===== src/sv/ccwt_pkg.sv =====
// Shared types, constants and the default class map of the word tokenizer.
package ccwt_pkg;

	localparam int OFFSET_BITS = 16;
	localparam int DEPTH_BITS  = 8;
	localparam int TABLE_DEPTH = 256;

	localparam logic [OFFSET_BITS-1:0] POS_MAX   = '1;
	localparam logic [DEPTH_BITS-1:0]  DEPTH_MAX = '1;
	localparam logic [15:0]            CNT_MAX   = 16'hFFFF;

	localparam logic [7:0] CHR_LF    = 8'h0A;
	localparam logic [7:0] CHR_CR    = 8'h0D;
	localparam logic [7:0] CHR_SPACE = 8'h20;
	localparam logic [7:0] CHR_DEL   = 8'h7F;
	localparam logic [7:0] CHR_EQ    = 8'h3D;
	localparam logic [7:0] CHR_BAR   = 8'h7C;

	typedef enum logic [1:0] {
		KIND_DATA  = 2'd0,
		KIND_CLASS = 2'd1,
		KIND_END   = 2'd2
	} kind_t;

	typedef enum logic [2:0] {
		CLS_WORD  = 3'd0,
		CLS_SEP   = 3'd1,
		CLS_NL    = 3'd2,
		CLS_QUOTE = 3'd3,
		CLS_OPEN  = 3'd4,
		CLS_CLOSE = 3'd5
	} class_t;

	typedef struct packed {
		logic [1:0] kind;
		logic [7:0] byte_value;
		logic [2:0] class_code;
	} in_t;

	typedef struct packed {
		logic [15:0] word_start;
		logic [15:0] word_length;
		logic [15:0] line_number;
		logic [15:0] word_in_line;
		logic        ends_line;
		logic        overflow;
	} out_t;

	// Item held in the lookup stage while its class is read.
	typedef struct packed {
		logic       vld;
		logic [1:0] kind;
		logic [7:0] byte_value;
	} stage_t;

	// Word produced by the parse unit in the current cycle.
	typedef struct packed {
		logic vld;
		out_t word;
	} emit_t;

	function automatic class_t default_class(input logic [7:0] b);
		class_t c;
		c = CLS_WORD;
		if (b == CHR_LF || b == CHR_CR) begin
			c = CLS_NL;
		end else if (b <= CHR_SPACE || b >= CHR_DEL || b == CHR_EQ || b == CHR_BAR) begin
			c = CLS_SEP;
		end
		return c;
	endfunction

endpackage


===== src/sv/ccwt_class_mem.sv =====
// Class table: 256-entry synchronous memory with per-entry written bits.
module ccwt_class_mem (
	input  logic                 clk,
	input  logic                 arst_n,
	input  logic                 wr_en,
	input  logic [7:0]           wr_addr,
	input  logic [2:0]           wr_cls,
	input  logic                 rd_en,
	input  logic [7:0]           rd_addr,
	output ccwt_pkg::class_t     rd_cls
);
	import ccwt_pkg::*;

	logic [2:0]             mem [TABLE_DEPTH];
	logic [TABLE_DEPTH-1:0] written_q;
	logic [2:0]             rd_data_q;
	logic                   rd_written_q;
	logic [7:0]             rd_addr_q;

	always_ff @(posedge clk) begin
		if (wr_en) begin
			mem[wr_addr] <= wr_cls;
		end
		if (rd_en) begin
			rd_data_q <= mem[rd_addr];
			rd_addr_q <= rd_addr;
		end
	end

	always_ff @(posedge clk or negedge arst_n) begin
		if (!arst_n) begin
			written_q    <= '0;
			rd_written_q <= 1'b0;
		end else begin
			if (wr_en) begin
				written_q[wr_addr] <= 1'b1;
			end
			if (rd_en) begin
				rd_written_q <= written_q[rd_addr];
			end
		end
	end

	// Unwritten entries read as their reset class.
	assign rd_cls = rd_written_q ? class_t'(rd_data_q) : default_class(rd_addr_q);

endmodule


===== src/sv/ccwt_parse.sv =====
// Parse state and word emission, one item per cycle while advance is high.
module ccwt_parse (
	input  logic              clk,
	input  logic              arst_n,
	input  ccwt_pkg::stage_t  item,
	input  ccwt_pkg::class_t  cls,
	input  logic              advance,
	output ccwt_pkg::emit_t   emit
);
	import ccwt_pkg::*;

	logic [OFFSET_BITS-1:0] pos_q, tb_q, pos_n, tb_n, nxt, len;
	logic [7:0]             quote_q, quote_n;
	logic [DEPTH_BITS-1:0]  depth_q, depth_n;
	logic [15:0]            line_q, line_n, wol_q, wol_n;
	logic                   sat_q, sat_n;
	logic                   hit, eol, at_max, at_begin;
	logic [31:0]            start_w, len_w;

	always_comb begin
		pos_n    = pos_q;
		tb_n     = tb_q;
		quote_n  = quote_q;
		depth_n  = depth_q;
		line_n   = line_q;
		wol_n    = wol_q;
		sat_n    = sat_q;
		hit      = 1'b0;
		eol      = 1'b0;
		at_max   = (pos_q == POS_MAX);
		at_begin = (pos_q == tb_q);
		nxt      = at_max ? POS_MAX : pos_q + 1'b1;
		len      = pos_q - tb_q;
		if (item.vld) begin
			unique case (item.kind)
				KIND_END: begin
					hit     = (pos_q > tb_q);
					pos_n   = '0;
					tb_n    = '0;
					quote_n = '0;
					depth_n = '0;
					line_n  = '0;
					wol_n   = '0;
					sat_n   = 1'b0;
				end
				KIND_DATA: begin
					sat_n = sat_q | at_max;
					pos_n = nxt;
					unique case (cls)
						CLS_SEP: begin
							if (quote_q == '0 && depth_q == '0) begin
								hit  = !at_begin;
								tb_n = nxt;
							end
						end
						CLS_NL: begin
							hit  = 1'b1;
							eol  = 1'b1;
							tb_n = nxt;
							if (line_q != CNT_MAX) begin
								line_n = line_q + 16'd1;
							end
						end
						CLS_QUOTE: begin
							if (quote_q == '0 && at_begin) begin
								quote_n = item.byte_value;
								tb_n    = nxt;
							end else if (quote_q != '0 && quote_q == item.byte_value) begin
								quote_n = '0;
								hit     = 1'b1;
								tb_n    = nxt;
							end
						end
						CLS_OPEN: begin
							if (at_begin || depth_q != '0) begin
								if (depth_q != DEPTH_MAX) begin
									depth_n = depth_q + 1'b1;
								end
							end
							if (at_begin) begin
								tb_n = nxt;
							end
						end
						CLS_CLOSE: begin
							if (depth_q != '0) begin
								depth_n = depth_q - 1'b1;
								if (depth_q == DEPTH_BITS'(1)) begin
									hit  = 1'b1;
									tb_n = nxt;
								end
							end
						end
						CLS_WORD: begin
						end
					endcase
					// Count the word on its line; a newline restarts the count.
					if (cls == CLS_NL) begin
						wol_n = '0;
					end else if (hit && wol_q != CNT_MAX) begin
						wol_n = wol_q + 16'd1;
					end
				end
				default: begin
				end
			endcase
		end
	end

	assign start_w = 32'(tb_q);
	assign len_w   = 32'(len);

	always_comb begin
		emit.vld               = hit;
		emit.word.word_start   = start_w[15:0];
		emit.word.word_length  = len_w[15:0];
		emit.word.line_number  = line_q;
		emit.word.word_in_line = wol_q;
		emit.word.ends_line    = eol;
		emit.word.overflow     = (item.kind == KIND_END) ? sat_q : sat_n;
	end

	always_ff @(posedge clk or negedge arst_n) begin
		if (!arst_n) begin
			pos_q   <= '0;
			tb_q    <= '0;
			quote_q <= '0;
			depth_q <= '0;
			line_q  <= '0;
			wol_q   <= '0;
			sat_q   <= 1'b0;
		end else if (advance) begin
			pos_q   <= pos_n;
			tb_q    <= tb_n;
			quote_q <= quote_n;
			depth_q <= depth_n;
			line_q  <= line_n;
			wol_q   <= wol_n;
			sat_q   <= sat_n;
		end
	end

endmodule


===== src/sv/char_class_word_tokenizer_core.sv =====
// Top level of the character-class word tokenizer.
//
// Input channel (in_valid/in_ready/in_data) carries one beat per item: a data
// byte, a class table write, or an end-of-data mark. Output channel
// (out_valid/out_ready/out_data) carries one beat per emitted word: start
// offset, length, line number, index in line, newline flag and overflow flag.
//
// Throughput: one item per cycle while the output is not stalled. The class
// lookup is a read of the 256-entry table memory; the parse state update and
// word decision act on the registered lookup result, so the table port and the
// parse unit each see one item per cycle when unstalled. The beat that ends a
// word passes the lookup stage and the output register before out_valid rises.
// Class writes take effect for every data beat accepted after them.
//
// Reset clears the parse state, the output valid flag and all table written
// bits at once; unwritten table entries read as their default class, so the
// block takes items as soon as reset is released.
// When the receiver stalls, the output register holds its word; the lookup
// stage keeps running until it has a second word to hand over, then holds
// and in_ready drops until the output beat is taken.
module char_class_word_tokenizer_core (
	input  logic            clk,
	input  logic            arst_n,
	input  logic            in_valid,
	output logic            in_ready,
	input  ccwt_pkg::in_t   in_data,
	output logic            out_valid,
	input  logic            out_ready,
	output ccwt_pkg::out_t  out_data
);
	import ccwt_pkg::*;

	stage_t  st_s1;
	class_t  cls_s1;
	emit_t   emit;
	logic    accept, stall, advance, wr_en;
	logic    out_valid_q;
	out_t    out_q;

	assign accept  = in_valid && in_ready;
	// Hold the lookup stage only when it has a word and the output is full and not taken.
	assign stall   = emit.vld && out_valid_q && !out_ready;
	assign in_ready = !stall;
	assign advance = st_s1.vld && !stall;

	// Drop class writes with codes past the last class.
	assign wr_en = accept && (in_data.kind == KIND_CLASS) && (in_data.class_code <= CLS_CLOSE);

	ccwt_class_mem u_mem (
		.clk     (clk),
		.arst_n  (arst_n),
		.wr_en   (wr_en),
		.wr_addr (in_data.byte_value),
		.wr_cls  (in_data.class_code),
		.rd_en   (accept),
		.rd_addr (in_data.byte_value),
		.rd_cls  (cls_s1)
	);

	// Lookup stage: data and end beats advance to the parse unit; class writes
	// finish at the table and other kinds vanish here.
	always_ff @(posedge clk or negedge arst_n) begin
		if (!arst_n) begin
			st_s1 <= '0;
		end else if (accept) begin
			st_s1.vld        <= (in_data.kind == KIND_DATA) || (in_data.kind == KIND_END);
			st_s1.kind       <= in_data.kind;
			st_s1.byte_value <= in_data.byte_value;
		end else if (advance) begin
			st_s1.vld <= 1'b0;
		end
	end

	ccwt_parse u_parse (
		.clk     (clk),
		.arst_n  (arst_n),
		.item    (st_s1),
		.cls     (cls_s1),
		.advance (advance),
		.emit    (emit)
	);

	// Output register: load a new word, or clear once the beat is taken.
	always_ff @(posedge clk or negedge arst_n) begin
		if (!arst_n) begin
			out_valid_q <= 1'b0;
		end else if (advance && emit.vld) begin
			out_valid_q <= 1'b1;
		end else if (out_ready) begin
			out_valid_q <= 1'b0;
		end
	end

	always_ff @(posedge clk) begin
		if (advance && emit.vld) begin
			out_q <= emit.word;
		end
	end

	assign out_valid = out_valid_q;
	assign out_data  = out_q;

endmodule


===== config.mk =====
export PLATFORM = sky130hd
export DESIGN_NAME = char_class_word_tokenizer_core
export DESIGN_NICKNAME = d
export VERILOG_FILES = /design/src/sv/ccwt_pkg.sv /design/src/sv/ccwt_class_mem.sv /design/src/sv/ccwt_parse.sv /design/src/sv/char_class_word_tokenizer_core.sv
export SDC_FILE = /design/constraint.sdc
export NUM_CORES = 2
export LEC_CHECK = 0
export ABC_CLOCK_PERIOD_IN_PS = 10400
export BUFFER_PORTS_ARGS = -buffer_cell sky130_fd_sc_hd__buf_2
export CORE_MARGIN = 8
export CORE_UTILIZATION = 50
export CTS_BUF_LIST = sky130_fd_sc_hd__clkbuf_16
export CTS_CLUSTER_SIZE = 14
export DETAILED_ROUTE_END_ITERATION = 7
export GPL_ROUTABILITY_DRIVEN = 0
export PLACE_DENSITY = 0.71
export SYNTH_ARGS = -nofsm -noshare
export SYNTH_HDL_FRONTEND = slang
export SYNTH_SLANG_ARGS = --single-unit

===== constraint.sdc =====
create_clock -name clk -period 10.4 [get_ports clk]
set_input_delay 2.6 -clock clk [delete_from_list [all_inputs] [get_ports clk]]
set_output_delay 2.6 -clock clk [all_outputs]
set_load 0.01 [all_outputs]

==> results_dict.tcl <==
set metrics [dict create \
    status "completed" \
    synth-xor-area-share 0.00554 \
    num_rows 116 \
    powerDensity_mw_per_mm2 181 \
    internal_power_uw 7790 \
    ys_seq_area_frac 0.675 \
    synthMuxAreaShare 0.152 \
    maxCapViolCount 0 \
    path_clk_slew_ns 0.06 \
    worstPathArrival_ns 4.26 \
    viasPerCell 6.42 \
    hold_path_depth 0 \
    start_util 0.505 \
    r2r-end "u_mem.mem[102][2]" \
    hold_class "reg -> reg" \
    fin_crit_ns 6.86 \
    p_sw_frac 0.232 \
    cts_tree "yes" \
    drc_errors 0 \
    fin_util 0.560 \
    synth-compound-area-share 0.0605 \
    overflow 0 \
    postRouteAntennaNets 0 \
    grt_start_max_net_pins 162 \
    rrSetupSlack_ns 4.12 \
    finalWirelength_mm 123 \
    cts_root_buf "clkbuf_16" \
    hold_start "u_parse.tb_q[2]" \
    crit_type "reg -> out" \
    die_w_um 334 \
    cp-end-kind "output pin" \
    ys.flop_type "edfxtp_1" \
    cts_max_level 3 \
    antenna_found_initial 5 \
    ios 85 \
    crit_path_max_fanout 6 \
    cts.sinks 1195 \
    max_freq_ghz 0.146 \
    worst_pin_slew_ns 1.28 \
    p_leak_uw 0.0197 \
    first_global_vias 29800 \
    cts_inserted_buffers 116 \
    drt_iter0_drc 3115 \
    synth_edf_count 845 \
    fin_skew_ns 0.0418 \
    ir_worst_vdd_mv 0.157 \
    dp_hpwl_mm 73.7 \
    power_frac_comb 0.078 \
    layout_commonest_cell "edfxtp_1" \
    dieArea_mm2 0.112 \
    syn_to_final_growth_pct 10.8 \
    ctsResizeCount 0 \
    slew_viol_final 0 \
    coreArea_mm2 0.100 \
    first_pass_iters 6 \
    timing.critical_path.required_ns 7.80 \
    power.share.sequential 0.516 \
    synthSimpleGateAreaFrac 0.0805 \
    clkLatencyLatePin_ns 0.70 \
    final_cell_mix "845 x edfxtp_1, 350 x dfrtp_1, 320 x mux4_2" \
    avgSynthCellArea_um2 16.7 \
    synth_nets 3078 \
    drive_gt1_frac 0.239 \
    finalSetupTns_ns 0 \
    postCtsHoldBufs 0 \
    synth-async-reset-ratio 0.293 \
    rr_worst_depth 12 \
    whs_endpoint "out_data[52]" \
    yosys_register_bits 1195 \
    p_switching_uw 2350 \
    die_h_um 334 \
    max_slew_margin 0.147 \
    setup_viol 0 \
    wire_per_inst_um 27.4 \
    vias 28800 \
    period_share 0.660 \
    hold_violations 0 \
    synthAdderAreaFrac 0.00608 \
    start_kind "register" \
    yosys_warnings 0 \
    nFillCells 7521 \
    rsz0062_at_grt "no" \
    clkPwrFrac 0.406 \
    post_cts_buffers 0 \
    synth.distinct_cells 75 \
    worstReg2RegStart "u_parse.pos_q[0]" \
    synth_area_mm2 0.0506 \
    cts_max_path_buffers 3 \
    port_buffers 84 \
    grt_use_total 0.219 \
    nNetsFinal 3120 \
    grt_first_pass_wirelength_mm 188 \
    synth_top_family_by_area "multiplexers" \
    syn-instance-count 3037 \
]
-- per-layer routing --
metal  GRT usage  up-vias  share of wire
met5           0        -       0.000081
met4      0.0739        2          0.033
met3      0.0434      253          0.085
met2       0.361     1470           0.50
met1       0.292    15000           0.39
li1            -    12000              -
-- sequential cells by signal (all words and copies together) (netlist names) --
name	flops
u_parse.quote_q	8
u_parse.line_q	16
u_parse.tb_q	16
u_parse.depth_q	8
st_s1	11
u_parse.sat_q	1
out_data	66
u_parse.wol_q	16
u_mem.rd_written_q	1
u_mem.mem	768
u_mem.rd_data_q	3
u_mem.written_q	256
u_mem.rd_addr_q	8
u_parse.pos_q	16
out_valid	1
-- kinds of logic (layout without fill, tap and decap cells) --
kind of cell	Yosys count	after routing
adders and majority gates	24	24
xor gates and xnor gates	32	32
AOI/OAI and AO/OA	435	435
other	0	3
DFF	1195	1195
buffers and inverters	253	399
muxes	364	364
and+or+nand+nor	734	734
-- critical path, cell delays in order, from the launching register on --
cell and delay, ns:
dfrtp_1 0.41, inv_1 0.09, ha_1 0.21, fa_1 0.42
nor2b_1 0.23, o21bai_1 0.11, and3_1 0.20, o31a_1 0.32
o21ai_0 0.83, nand3_1 0.45, buf_2 0.30
-- power by group through the flow --
| stage | combinational [µW] | clock (µW) | sequential [µW] |
|---|---|---|---|
| 3_5_place_dp | 782 | 0 | 5320 |
| 5_1_grt | 851 | 4350 | 5230 |
| 3_3_place_gp | 759 | 0 | 5320 |
| 6_report | 789 | 4110 | 5230 |
| 4_1_cts | 787 | 4170 | 5230 |
| 2_1_floorplan | 511 | 0 | 5310 |
-- synth_stat cells, types with 5 or more instances --
| master | n | area [µm²] |
|---|---|---|
| a21oi_1 | 53 | 265 |
| o22ai_1 | 5 | 31.3 |
| nor3_2 | 15 | 150 |
| and2_1 | 7 | 43.8 |
| o21a_1 | 9 | 67.6 |
| and3_1 | 12 | 75.1 |
| or3_1 | 6 | 37.5 |
| o31ai_1 | 12 | 90.1 |
| or4_1 | 9 | 67.6 |
| xor2_1 | 12 | 105 |
| nand2b_1 | 23 | 144 |
| mux2_2 | 12 | 135 |
| a21o_1 | 14 | 105 |
| nor2b_1 | 20 | 125 |
| ha_1 | 23 | 288 |
| nor2_1 | 231 | 867 |
| clkbuf_1 | 120 | 450 |
| o21bai_1 | 151 | 1130 |
| buf_1 | 32 | 120 |
| nand3_1 | 41 | 205 |
| o21ai_0 | 76 | 380 |
| mux2i_1 | 29 | 290 |
| buf_2 | 57 | 285 |
| nor4_1 | 56 | 350 |
| or2_1 | 47 | 294 |
| a41oi_1 | 5 | 43.8 |
| a22oi_1 | 9 | 67.6 |
| nor4_4 | 28 | 596 |
| nand4_1 | 25 | 156 |
| nand2_1 | 155 | 582 |
| edfxtp_1 | 845 | 25400 |
| inv_1 | 37 | 139 |
| a31o_2 | 50 | 438 |
| nor3_1 | 33 | 165 |
| dfrtp_1 | 350 | 8760 |
| xnor2_1 | 20 | 175 |
| and4_1 | 7 | 61.3 |
| or2_2 | 7 | 43.8 |
| mux4_2 | 320 | 7210 |
| a31oi_1 | 13 | 81.3 |
-- stage by stage --
stage | instance area (µm²) | cells | hold slack, ns | total power [µW] | setup slack [ns]
6_report | 56000 | 4484 | 0.441 | 10100 | 3.54
5_1_grt | 56000 | 4482 | 0.459 | 10400 | 3.26
4_1_cts | 56000 | 4480 | 0.446 | 10200 | 3.51
3_5_place_dp | 52200 | 4258 | 0.438 | 6110 | 3.66
3_3_place_gp | 52200 | 4258 | 0.434 | 6080 | 3.84
2_1_floorplan | 50600 | 3037 | 0.423 | 5820 | 2.56
-- layout make-up --
cell class              count  area (µm²)  area share
repair buffers            139         930      0.0166
clock inverters           101         751      0.0134
multi-input cells        1589       15400       0.275
inverters                  38         143     0.00255
flip-flops and latches   1195       34100       0.609
clock buffers             121        3030      0.0540
well taps                1298        1620      0.0290
diodes                      3        7.51    0.000134
-- worst max-delay path by stage --
stage | cells past startpoint | to | from | slack, ns
after global placement | 7 | u_mem.mem[252][2] | out_ready | 3.84
after global routing | 10 | in_ready | u_parse.pos_q[0] | 3.26
final | 10 | in_ready | u_parse.pos_q[0] | 3.54
after floorplan | 3 | out_data[0] | out_ready | 2.56
after CTS | 10 | in_ready | u_parse.pos_q[0] | 3.51
after detailed placement | 7 | u_mem.mem[250][0] | out_ready | 3.66
Power figures use the tool's default switching activity.
